$ cat src/rtl/bmp_pkg.sv
// Shared types and constants for the 24-bit BMP stream decoder.
package bmp_pkg;

  typedef enum logic [1:0] {
    KIND_PIXEL       = 2'd0,
    KIND_BAD_SIG     = 2'd1,
    KIND_UNSUPPORTED = 2'd2
  } kind_e;

  localparam int unsigned COORD_W = 12;
  localparam int unsigned ARGB_W  = 32;

  // Header byte positions (last byte of each little-endian field)
  localparam logic [31:0] POS_SIG_END    = 32'd1;
  localparam logic [31:0] POS_OFFSET_END = 32'd13;
  localparam logic [31:0] POS_WIDTH_END  = 32'd21;
  localparam logic [31:0] POS_HEIGHT_END = 32'd25;
  localparam logic [31:0] POS_BPP_END    = 32'd29;
  localparam logic [31:0] POS_HDR_END    = 32'd33;
  localparam logic [31:0] MIN_DATA_OFFSET = 32'd34;

  localparam logic [15:0] BMP_SIGNATURE = 16'h4D42;
  localparam logic [15:0] BPP_24        = 16'd24;
  localparam logic [7:0]  ALPHA_OPAQUE  = 8'hFF;

  typedef struct packed {
    kind_e                kind;
    logic [COORD_W-1:0]   pixel_x;
    logic [COORD_W-1:0]   pixel_y;
    logic [ARGB_W-1:0]    argb;
    logic                 last_pixel;
  } result_t;

  typedef struct packed {
    logic [7:0] data_byte;
    logic       file_start;
  } in_item_t;

endpackage

$ cat src/rtl/bmp_in_stage.sv
// Input register: holds one accepted byte request until the parser takes it.
module bmp_in_stage (
  input  logic              clk_i,
  input  logic              rst_ni,
  input  logic              in_valid_i,
  output logic              in_stall_o,
  input  logic [7:0]        data_byte_i,
  input  logic              file_start_i,
  input  logic              take_i,
  output logic              item_valid_o,
  output bmp_pkg::in_item_t item_o
);

  logic              valid_q, valid_d;
  bmp_pkg::in_item_t item_q;
  logic              accept;

  assign in_stall_o = valid_q & ~take_i;
  assign accept     = in_valid_i & ~in_stall_o;

  always_comb begin
    valid_d = valid_q;
    if (accept) begin
      valid_d = 1'b1;
    end else if (take_i) begin
      valid_d = 1'b0;
    end
  end

  always_ff @(posedge clk_i or negedge rst_ni) begin
    if (!rst_ni) begin
      valid_q <= 1'b0;
    end else begin
      valid_q <= valid_d;
    end
  end

  always_ff @(posedge clk_i) begin
    if (accept) begin
      item_q.data_byte  <= data_byte_i;
      item_q.file_start <= file_start_i;
    end
  end

  assign item_valid_o = valid_q;
  assign item_o       = item_q;

endmodule

$ cat src/rtl/bmp_parser.sv
// Header parse, offset skip, pixel assembly and row padding; one byte per step.
module bmp_parser #(
  parameter int unsigned MAX_DIM = 4096
) (
  input  logic              clk_i,
  input  logic              rst_ni,
  input  logic              step_i,
  input  bmp_pkg::in_item_t item_i,
  output logic              res_valid_o,
  output bmp_pkg::result_t  res_o
);

  localparam int unsigned DIM_W = $clog2(MAX_DIM + 1);

  typedef enum logic [2:0] {
    PH_IDLE,
    PH_HEADER,
    PH_SKIP,
    PH_PIXEL,
    PH_PAD,
    PH_DONE
  } phase_e;

  phase_e            phase_q, phase_d;
  logic [31:0]       pos_q, pos_d;
  logic [31:0]       hdr_q, hdr_d;
  logic [31:0]       offset_q, offset_d;
  logic [DIM_W-1:0]  width_q, width_d;
  logic [DIM_W-1:0]  height_q, height_d;
  logic              fmt_ok_q, fmt_ok_d;
  logic [DIM_W-1:0]  col_q, col_d;
  logic [DIM_W-1:0]  row_q, row_d;
  logic [1:0]        bip_q, bip_d;
  logic [1:0]        pad_q, pad_d;
  logic [7:0]        blue_q, blue_d;
  logic [7:0]        green_q, green_d;

  // state as seen by this byte; file_start restarts the parse
  phase_e            phase_cur;
  logic [31:0]       pos_cur, hdr_cur, hdr_new;
  logic              fmt_cur;
  logic [DIM_W-1:0]  col_cur, row_cur;
  logic [1:0]        bip_cur;
  logic [DIM_W-1:0]  col_inc, row_inc, y_full;
  logic              row_end, img_end;
  logic [DIM_W-1:0]  dim_val;
  logic              dim_ok;
  logic [7:0]        b;

  assign b       = item_i.data_byte;
  assign hdr_new = {b, hdr_cur[31:8]};
  assign dim_ok  = (hdr_new != 32'd0) && (hdr_new <= 32'(MAX_DIM));
  assign dim_val = dim_ok ? hdr_new[DIM_W-1:0] : '0;
  assign col_inc = col_cur + DIM_W'(1);
  assign row_inc = row_cur + DIM_W'(1);
  assign y_full  = height_q - row_cur - DIM_W'(1);
  assign row_end = (col_inc == width_q);
  assign img_end = row_end && (row_inc == height_q);

  always_comb begin
    phase_cur = item_i.file_start ? PH_HEADER : phase_q;
    pos_cur   = item_i.file_start ? '0 : pos_q;
    hdr_cur   = item_i.file_start ? '0 : hdr_q;
    fmt_cur   = item_i.file_start ? 1'b0 : fmt_ok_q;
    col_cur   = item_i.file_start ? '0 : col_q;
    row_cur   = item_i.file_start ? '0 : row_q;
    bip_cur   = item_i.file_start ? '0 : bip_q;
  end

  always_comb begin
    phase_d  = phase_cur;
    pos_d    = pos_cur;
    hdr_d    = hdr_cur;
    offset_d = offset_q;
    width_d  = width_q;
    height_d = height_q;
    fmt_ok_d = fmt_cur;
    col_d    = col_cur;
    row_d    = row_cur;
    bip_d    = bip_cur;
    pad_d    = pad_q;
    blue_d   = blue_q;
    green_d  = green_q;

    res_valid_o = 1'b0;
    res_o       = '0;

    case (phase_cur)
      PH_HEADER: begin
        hdr_d = hdr_new;
        pos_d = pos_cur + 32'd1;
        if (pos_cur == bmp_pkg::POS_SIG_END &&
            hdr_new[31:16] != bmp_pkg::BMP_SIGNATURE) begin
          phase_d     = PH_DONE;
          res_valid_o = 1'b1;
          res_o.kind  = bmp_pkg::KIND_BAD_SIG;
        end
        if (pos_cur == bmp_pkg::POS_OFFSET_END) offset_d = hdr_new;
        if (pos_cur == bmp_pkg::POS_WIDTH_END)  width_d  = dim_val;
        if (pos_cur == bmp_pkg::POS_HEIGHT_END) height_d = dim_val;
        if (pos_cur == bmp_pkg::POS_BPP_END) begin
          fmt_ok_d = (hdr_new[31:16] == bmp_pkg::BPP_24);
        end
        if (pos_cur == bmp_pkg::POS_HDR_END) begin
          // compression word is hdr_new here
          if (hdr_new != 32'd0 || !fmt_cur || width_q == '0 || height_q == '0 ||
              offset_q < bmp_pkg::MIN_DATA_OFFSET) begin
            phase_d     = PH_DONE;
            res_valid_o = 1'b1;
            res_o.kind  = bmp_pkg::KIND_UNSUPPORTED;
          end else if (offset_q == bmp_pkg::MIN_DATA_OFFSET) begin
            phase_d = PH_PIXEL;
          end else begin
            phase_d = PH_SKIP;
          end
        end
      end
      PH_SKIP: begin
        pos_d = pos_cur + 32'd1;
        if (pos_d == offset_q) phase_d = PH_PIXEL;
      end
      PH_PIXEL: begin
        case (bip_cur)
          2'd0: begin
            blue_d = b;
            bip_d  = 2'd1;
          end
          2'd1: begin
            green_d = b;
            bip_d   = 2'd2;
          end
          default: begin
            bip_d             = 2'd0;
            res_valid_o       = 1'b1;
            res_o.kind        = bmp_pkg::KIND_PIXEL;
            res_o.pixel_x     = bmp_pkg::COORD_W'(col_cur);
            res_o.pixel_y     = bmp_pkg::COORD_W'(y_full);
            res_o.argb        = {bmp_pkg::ALPHA_OPAQUE, b, green_q, blue_q};
            res_o.last_pixel  = img_end;
            if (img_end) begin
              phase_d = PH_DONE;
            end else if (row_end) begin
              col_d = '0;
              row_d = row_inc;
              pad_d = width_q[1:0];
              if (width_q[1:0] != 2'd0) phase_d = PH_PAD;
            end else begin
              col_d = col_inc;
            end
          end
        endcase
      end
      PH_PAD: begin
        pad_d = pad_q - 2'd1;
        if (pad_d == 2'd0) phase_d = PH_PIXEL;
      end
      default: begin
        // idle and done: byte dropped
      end
    endcase
  end

  always_ff @(posedge clk_i or negedge rst_ni) begin
    if (!rst_ni) begin
      phase_q  <= PH_IDLE;
      pos_q    <= '0;
      hdr_q    <= '0;
      offset_q <= '0;
      width_q  <= '0;
      height_q <= '0;
      fmt_ok_q <= 1'b0;
      col_q    <= '0;
      row_q    <= '0;
      bip_q    <= '0;
      pad_q    <= '0;
      blue_q   <= '0;
      green_q  <= '0;
    end else if (step_i) begin
      phase_q  <= phase_d;
      pos_q    <= pos_d;
      hdr_q    <= hdr_d;
      offset_q <= offset_d;
      width_q  <= width_d;
      height_q <= height_d;
      fmt_ok_q <= fmt_ok_d;
      col_q    <= col_d;
      row_q    <= row_d;
      bip_q    <= bip_d;
      pad_q    <= pad_d;
      blue_q   <= blue_d;
      green_q  <= green_d;
    end
  end

endmodule

$ cat src/rtl/bmp_out_stage.sv
// Result register: holds one result request until the receiver takes it.
module bmp_out_stage (
  input  logic             clk_i,
  input  logic             rst_ni,
  input  logic             load_i,
  input  bmp_pkg::result_t res_i,
  output logic             ready_o,
  output logic             out_valid_o,
  input  logic             out_stall_i,
  output bmp_pkg::result_t res_o
);

  logic             valid_q, valid_d;
  bmp_pkg::result_t res_q;

  assign ready_o = ~valid_q | ~out_stall_i;

  always_comb begin
    valid_d = valid_q;
    if (ready_o) valid_d = load_i;
  end

  always_ff @(posedge clk_i or negedge rst_ni) begin
    if (!rst_ni) begin
      valid_q <= 1'b0;
    end else begin
      valid_q <= valid_d;
    end
  end

  always_ff @(posedge clk_i) begin
    if (ready_o && load_i) res_q <= res_i;
  end

  assign out_valid_o = valid_q;
  assign res_o       = res_q;

endmodule

$ cat src/rtl/bmp24_stream_decoder.sv
// Top level of the streaming 24-bit uncompressed BMP decoder.
//
// Input channel: one file byte per request (data_byte_i), with file_start_i
// high on byte 0 of each file; it restarts the parse at any point.
// Output channel: zero or one result per byte. kind_o is pixel, bad signature
// (after byte 1) or unsupported format/size (after byte 33). Pixels come out
// in file order with top-down pixel_y; last_pixel_o marks the final one.
// Both channels: a request moves on a clock edge with valid high, stall low.
// Path: input register, parse step, then the result register for any result.
// Throughput: one byte per cycle while out_stall_i is low, set by the single
// parse step between the input and result registers; no multi-cycle units.
// Stall: while a result waits under out_stall_i, at most one more byte enters
// the input register; after that in_stall_o rises until the result leaves.
// Reset: parse goes idle, both registers empty; bytes before the first
// file_start are dropped, as are bytes after a file's end or an error.
module bmp24_stream_decoder #(
  parameter int unsigned MAX_DIM = 4096
) (
  input  logic        clk_i,
  input  logic        rst_ni,
  input  logic        in_valid_i,
  output logic        in_stall_o,
  input  logic [7:0]  data_byte_i,
  input  logic        file_start_i,
  output logic        out_valid_o,
  input  logic        out_stall_i,
  output logic [1:0]  kind_o,
  output logic [11:0] pixel_x_o,
  output logic [11:0] pixel_y_o,
  output logic [31:0] argb_o,
  output logic        last_pixel_o
);

  logic              item_valid;
  bmp_pkg::in_item_t item;
  logic              out_ready;
  logic              step;
  logic              res_valid;
  bmp_pkg::result_t  res, res_out;

  assign step = item_valid & out_ready;

  bmp_in_stage u_in (
    .clk_i        (clk_i),
    .rst_ni       (rst_ni),
    .in_valid_i   (in_valid_i),
    .in_stall_o   (in_stall_o),
    .data_byte_i  (data_byte_i),
    .file_start_i (file_start_i),
    .take_i       (step),
    .item_valid_o (item_valid),
    .item_o       (item)
  );

  bmp_parser #(
    .MAX_DIM (MAX_DIM)
  ) u_parser (
    .clk_i       (clk_i),
    .rst_ni      (rst_ni),
    .step_i      (step),
    .item_i      (item),
    .res_valid_o (res_valid),
    .res_o       (res)
  );

  bmp_out_stage u_out (
    .clk_i       (clk_i),
    .rst_ni      (rst_ni),
    .load_i      (step & res_valid),
    .res_i       (res),
    .ready_o     (out_ready),
    .out_valid_o (out_valid_o),
    .out_stall_i (out_stall_i),
    .res_o       (res_out)
  );

  assign kind_o       = res_out.kind;
  assign pixel_x_o    = res_out.pixel_x;
  assign pixel_y_o    = res_out.pixel_y;
  assign argb_o       = res_out.argb;
  assign last_pixel_o = res_out.last_pixel;

endmodule

$ cat config.mk
export PLATFORM = sky130hd
export DESIGN_NAME = bmp24_stream_decoder
export DESIGN_NICKNAME = d
export VERILOG_FILES = /design/src/rtl/bmp_pkg.sv /design/src/rtl/bmp_in_stage.sv /design/src/rtl/bmp_parser.sv /design/src/rtl/bmp_out_stage.sv /design/src/rtl/bmp24_stream_decoder.sv
export SDC_FILE = /design/constraint.sdc
export NUM_CORES = 1
export LEC_CHECK = 0
export BUFFER_PORTS_ARGS = -buffer_cell sky130_fd_sc_hd__buf_2
export CORE_UTILIZATION = 65
export CTS_CLUSTER_DIAMETER = 120
export DETAILED_ROUTE_END_ITERATION = 8
export GPL_TIMING_DRIVEN = 0
export PLACE_DENSITY = 0.9
export SLEW_MARGIN = 20
export SYNTH_ARGS = -nofsm -noshare
export SYNTH_HDL_FRONTEND = slang
export SYNTH_SLANG_ARGS = --single-unit
$ cat constraint.sdc
create_clock -name clk_i -period 9.4 [get_ports clk_i]
set_input_delay 0.94 -clock clk_i [delete_from_list [all_inputs] [get_ports clk_i]]
set_output_delay 0.94 -clock clk_i [all_outputs]
set_load 0.01 [all_outputs]
==> results.sh <==
export IMPL_synth_nets=1434
export IMPL_period_share_pct=70.0
export IMPL_yosysTopAreaCellShare_pct=31.7
export IMPL_cp_slowest_stage_delay_ns=0.75
export IMPL_placement_io_buffers=73
export IMPL_hold_violations=0
export IMPL_drt_iter0_drc=1443
export IMPL_worstSkewPairLatency_ns=0.53
export IMPL_via_per_inst=6.70
export IMPL_clock_sinks=227
export IMPL_fin_util_pct=75.3
export IMPL_post_cts_buffers=0
export IMPL_synth_area_leaders="dfrtp_1, edfxtp_1, nand2_1"
export IMPL_min_path_type="primary input to asynchronous set/reset pin"
export IMPL_outcome="finished clean"
export IMPL_peakVddDrop_v=0.000202
export IMPL_cp_num_buf_inv=5
export IMPL_cts_repair_resize_count=0
export IMPL_grt_pass1_vias=11300
export IMPL_grt_setup_unrepaired="false"
export IMPL_gp_congestion=0.985
export IMPL_cts_clk_slew_worst_paths_ns=0.06
export IMPL_core_um2=19600
export IMPL_slowest_stage="clkbuf_1"
export IMPL_worstSetupStartpointType="flop"
export IMPL_synth_top_area_cell="dfrtp_1"
export IMPL_cp_top_family="buffers and inverters"
export IMPL_io_pins=74
export IMPL_synth_edf_count=61
export IMPL_post_drt_wl_per_cell_um=22.8
export IMPL_htree_levels=1
export IMPL_layout_common_cells="nand2_1, dfrtp_1, o21ai_0"
export IMPL_r2r_end="u_parser.row_q[0]$_DFFE_PN0P_"
export IMPL_crit_chain="clkbuf_1, buf_2, clkbuf_1, clkbuf_1, clkbuf_1, nor2b_1, ha_1, nand3_1, mux2_2, xor2_1, nand4_1, nor4_1, nand4_1, nand3_1, nor3_1, a221o_1"
export IMPL_end_kind="flop"
export IMPL_cp_max_fo=10
export IMPL_first_pass_iters=5
export IMPL_grt_pass1_wl_um=62900
export IMPL_leakage_nw=6.30
export IMPL_slew_headroom_pct=23.8
export IMPL_ctsHoldBuffers=0
export IMPL_grt_total_usage_pct=40.4
export IMPL_maxCapViolCount=0
export IMPL_final_common_cell="nand2_1"
export IMPL_synth_warnings=0
export IMPL_power_density_nw_per_um2=188
export IMPL_drive_above_1_share_pct=14.1
export IMPL_die_area_um2=20700
export IMPL_fp_dieW_um=144
export IMPL_synth_area_um2=13100
export IMPL_reg2reg_from="u_in.item_o[0]$_DFFE_PP_"
export IMPL_maxSlewViolCount=0
export IMPL_fin_skew_ns=0.0161
export IMPL_p_total_mw=2.78
export IMPL_ys_async_sr_fraction_pct=73.1
export IMPL_grt_antenna_before_repair=1
export IMPL_ant_nets=0
export IMPL_placementRows=51
export IMPL_synth_main_ff_cell="dfrtp_1"
export IMPL_holdWs_ns=0.376
export IMPL_setup_viol=0
export IMPL_root_buffer="clkbuf_16"
export IMPL_seq_area_frac_synth_pct=45.7
export IMPL_drcViolationCount=0
export IMPL_fin_crit_ns=6.58
export IMPL_synth_area_per_cell_um2=9.32
export IMPL_yosysUniqueCellTypes=85
export IMPL_crit_arrival_ns=6.99
export IMPL_place_hpwl_um=29100
export IMPL_max_freq_mhz=152
export IMPL_setup_tns_ns=0
export IMPL_r2r_cells=16
export IMPL_nNetsFinal=1535
export IMPL_cts_tree="done"
export IMPL_synthCells=1404
export IMPL_via_count=12000
export IMPL_die_y_um=144
export IMPL_syn_to_final_growth_pct=12.7
export IMPL_grt_overflow_total=0
export IMPL_synth_seq_cells=227
export IMPL_grt_max_degree=94
export IMPL_critical_path_required_ns=9.81
export IMPL_totalWireLength_um=40900
export IMPL_cpMostUsedCell="clkbuf_1"
export IMPL_cts_buffers_inserted=25
export IMPL_ff2ff_setup_slack_ns=2.82
export IMPL_max_clock_path_buffers=3
export IMPL_tightest_slew_ns=1.14
export IMPL_critical_path_class="flop to flop"
export IMPL_start_util_pct=66.8
-- per-layer routing --
| layer | routed length [um] | track usage [%] | up-vias |
|---|---|---|---|
| li1 | - | - | 5307 |
| met1 | 15700 | 54.8 | 5737 |
| met2 | 18400 | 61.6 | 807 |
| met3 | 5110 | 9.50 | 149 |
| met4 | 1670 | 18.3 | 0 |
| met5 | 0 | 0 | - |
-- layout make-up --
cell class | count | area (um^2)
plain buffers | 100 | 440
flip-flops and latches | 227 | 5990
well taps | 265 | 332
clock inverters | 13 | 231
inverters | 25 | 93.8
fillers | 1395 | 4840
clock buffers | 31 | 678
diodes | 3 | 7.51
repair buffers | 74 | 403
multi-input cells | 1052 | 6580
-- worst max path at each step --
stage | from | endpoint | slack (ns) | cells after the start
6_report | u_in.item_o[0]$_DFFE_PP_ | u_parser.row_q[0]$_DFFE_PN0P_ | 2.82 | 16
5_1_grt | u_in.item_o[0]$_DFFE_PP_ | u_parser.col_q[12]$_DFFE_PN0P_ | 2.79 | 16
4_1_cts | u_in.item_o[0]$_DFFE_PP_ | u_parser.row_q[0]$_DFFE_PN0P_ | 3.16 | 16
3_5_place_dp | u_in.item_o[0]$_DFFE_PP_ | u_parser.row_q[0]$_DFFE_PN0P_ | 3.18 | 16
3_3_place_gp | u_in.item_o[0]$_DFFE_PP_ | u_parser.row_q[0]$_DFFE_PN0P_ | 3.21 | 16
2_1_floorplan | u_in.item_o[0]$_DFFE_PP_ | u_parser.phase_q[1]$_DFFE_PN0P_ | 5.36 | 16
-- cell families after synthesis --
logic type	Yosys count	share of synthesized area (%)
and+or+nand+nor	589	23.3
AOI/OAI and AO/OA	308	14.8
DFF	227	45.7
buffers and inverters	125	4.08
xor gates and xnor gates	97	7.02
muxes	41	3.48
adders and majority gates	17	1.68
-- synthesized netlist by cell type (23+ instances only) --
cell type / number
o21ai_0: 131
nor3_1: 40
nor2b_1: 23
nand2_1: 206
and3_1: 46
nand4_1: 28
dfrtp_1: 166
inv_1: 25
edfxtp_1: 61
clkbuf_1: 64
nor4_1: 39
nor2_1: 79
xor2_1: 24
nand3_1: 44
a21oi_1: 43
mux2_2: 36
xnor2_1: 68
-- state kept, by name, indices dropped and copies added (netlist names), 8 cells and up --
register           count
u_in.item_o            9
u_parser.pos_q        32
u_parser.blue_q        8
u_parser.offset_q     32
u_parser.col_q        13
u_parser.row_q        13
u_parser.width_q      13
u_parser.height_q     13
u_out.res_o           52
u_parser.green_q       8
u_parser.hdr_q        24
-- through the flow --
stage,setup WS (ns),cell area [um^2],instances
after floorplan,5.36,13100,1404
after global placement,3.21,13800,1742
after detailed placement,3.18,13800,1743
after CTS,3.16,14700,1787
after global routing,2.79,14700,1787
final,2.82,14800,1790
-- where the power goes --
group          total (mW)  internal, mW  switching, mW
clock network        1.09         0.678          0.415
logic               0.459         0.156          0.303
registers            1.23          1.10          0.123
No activity file was read; power rests on OpenSTA's default activity.
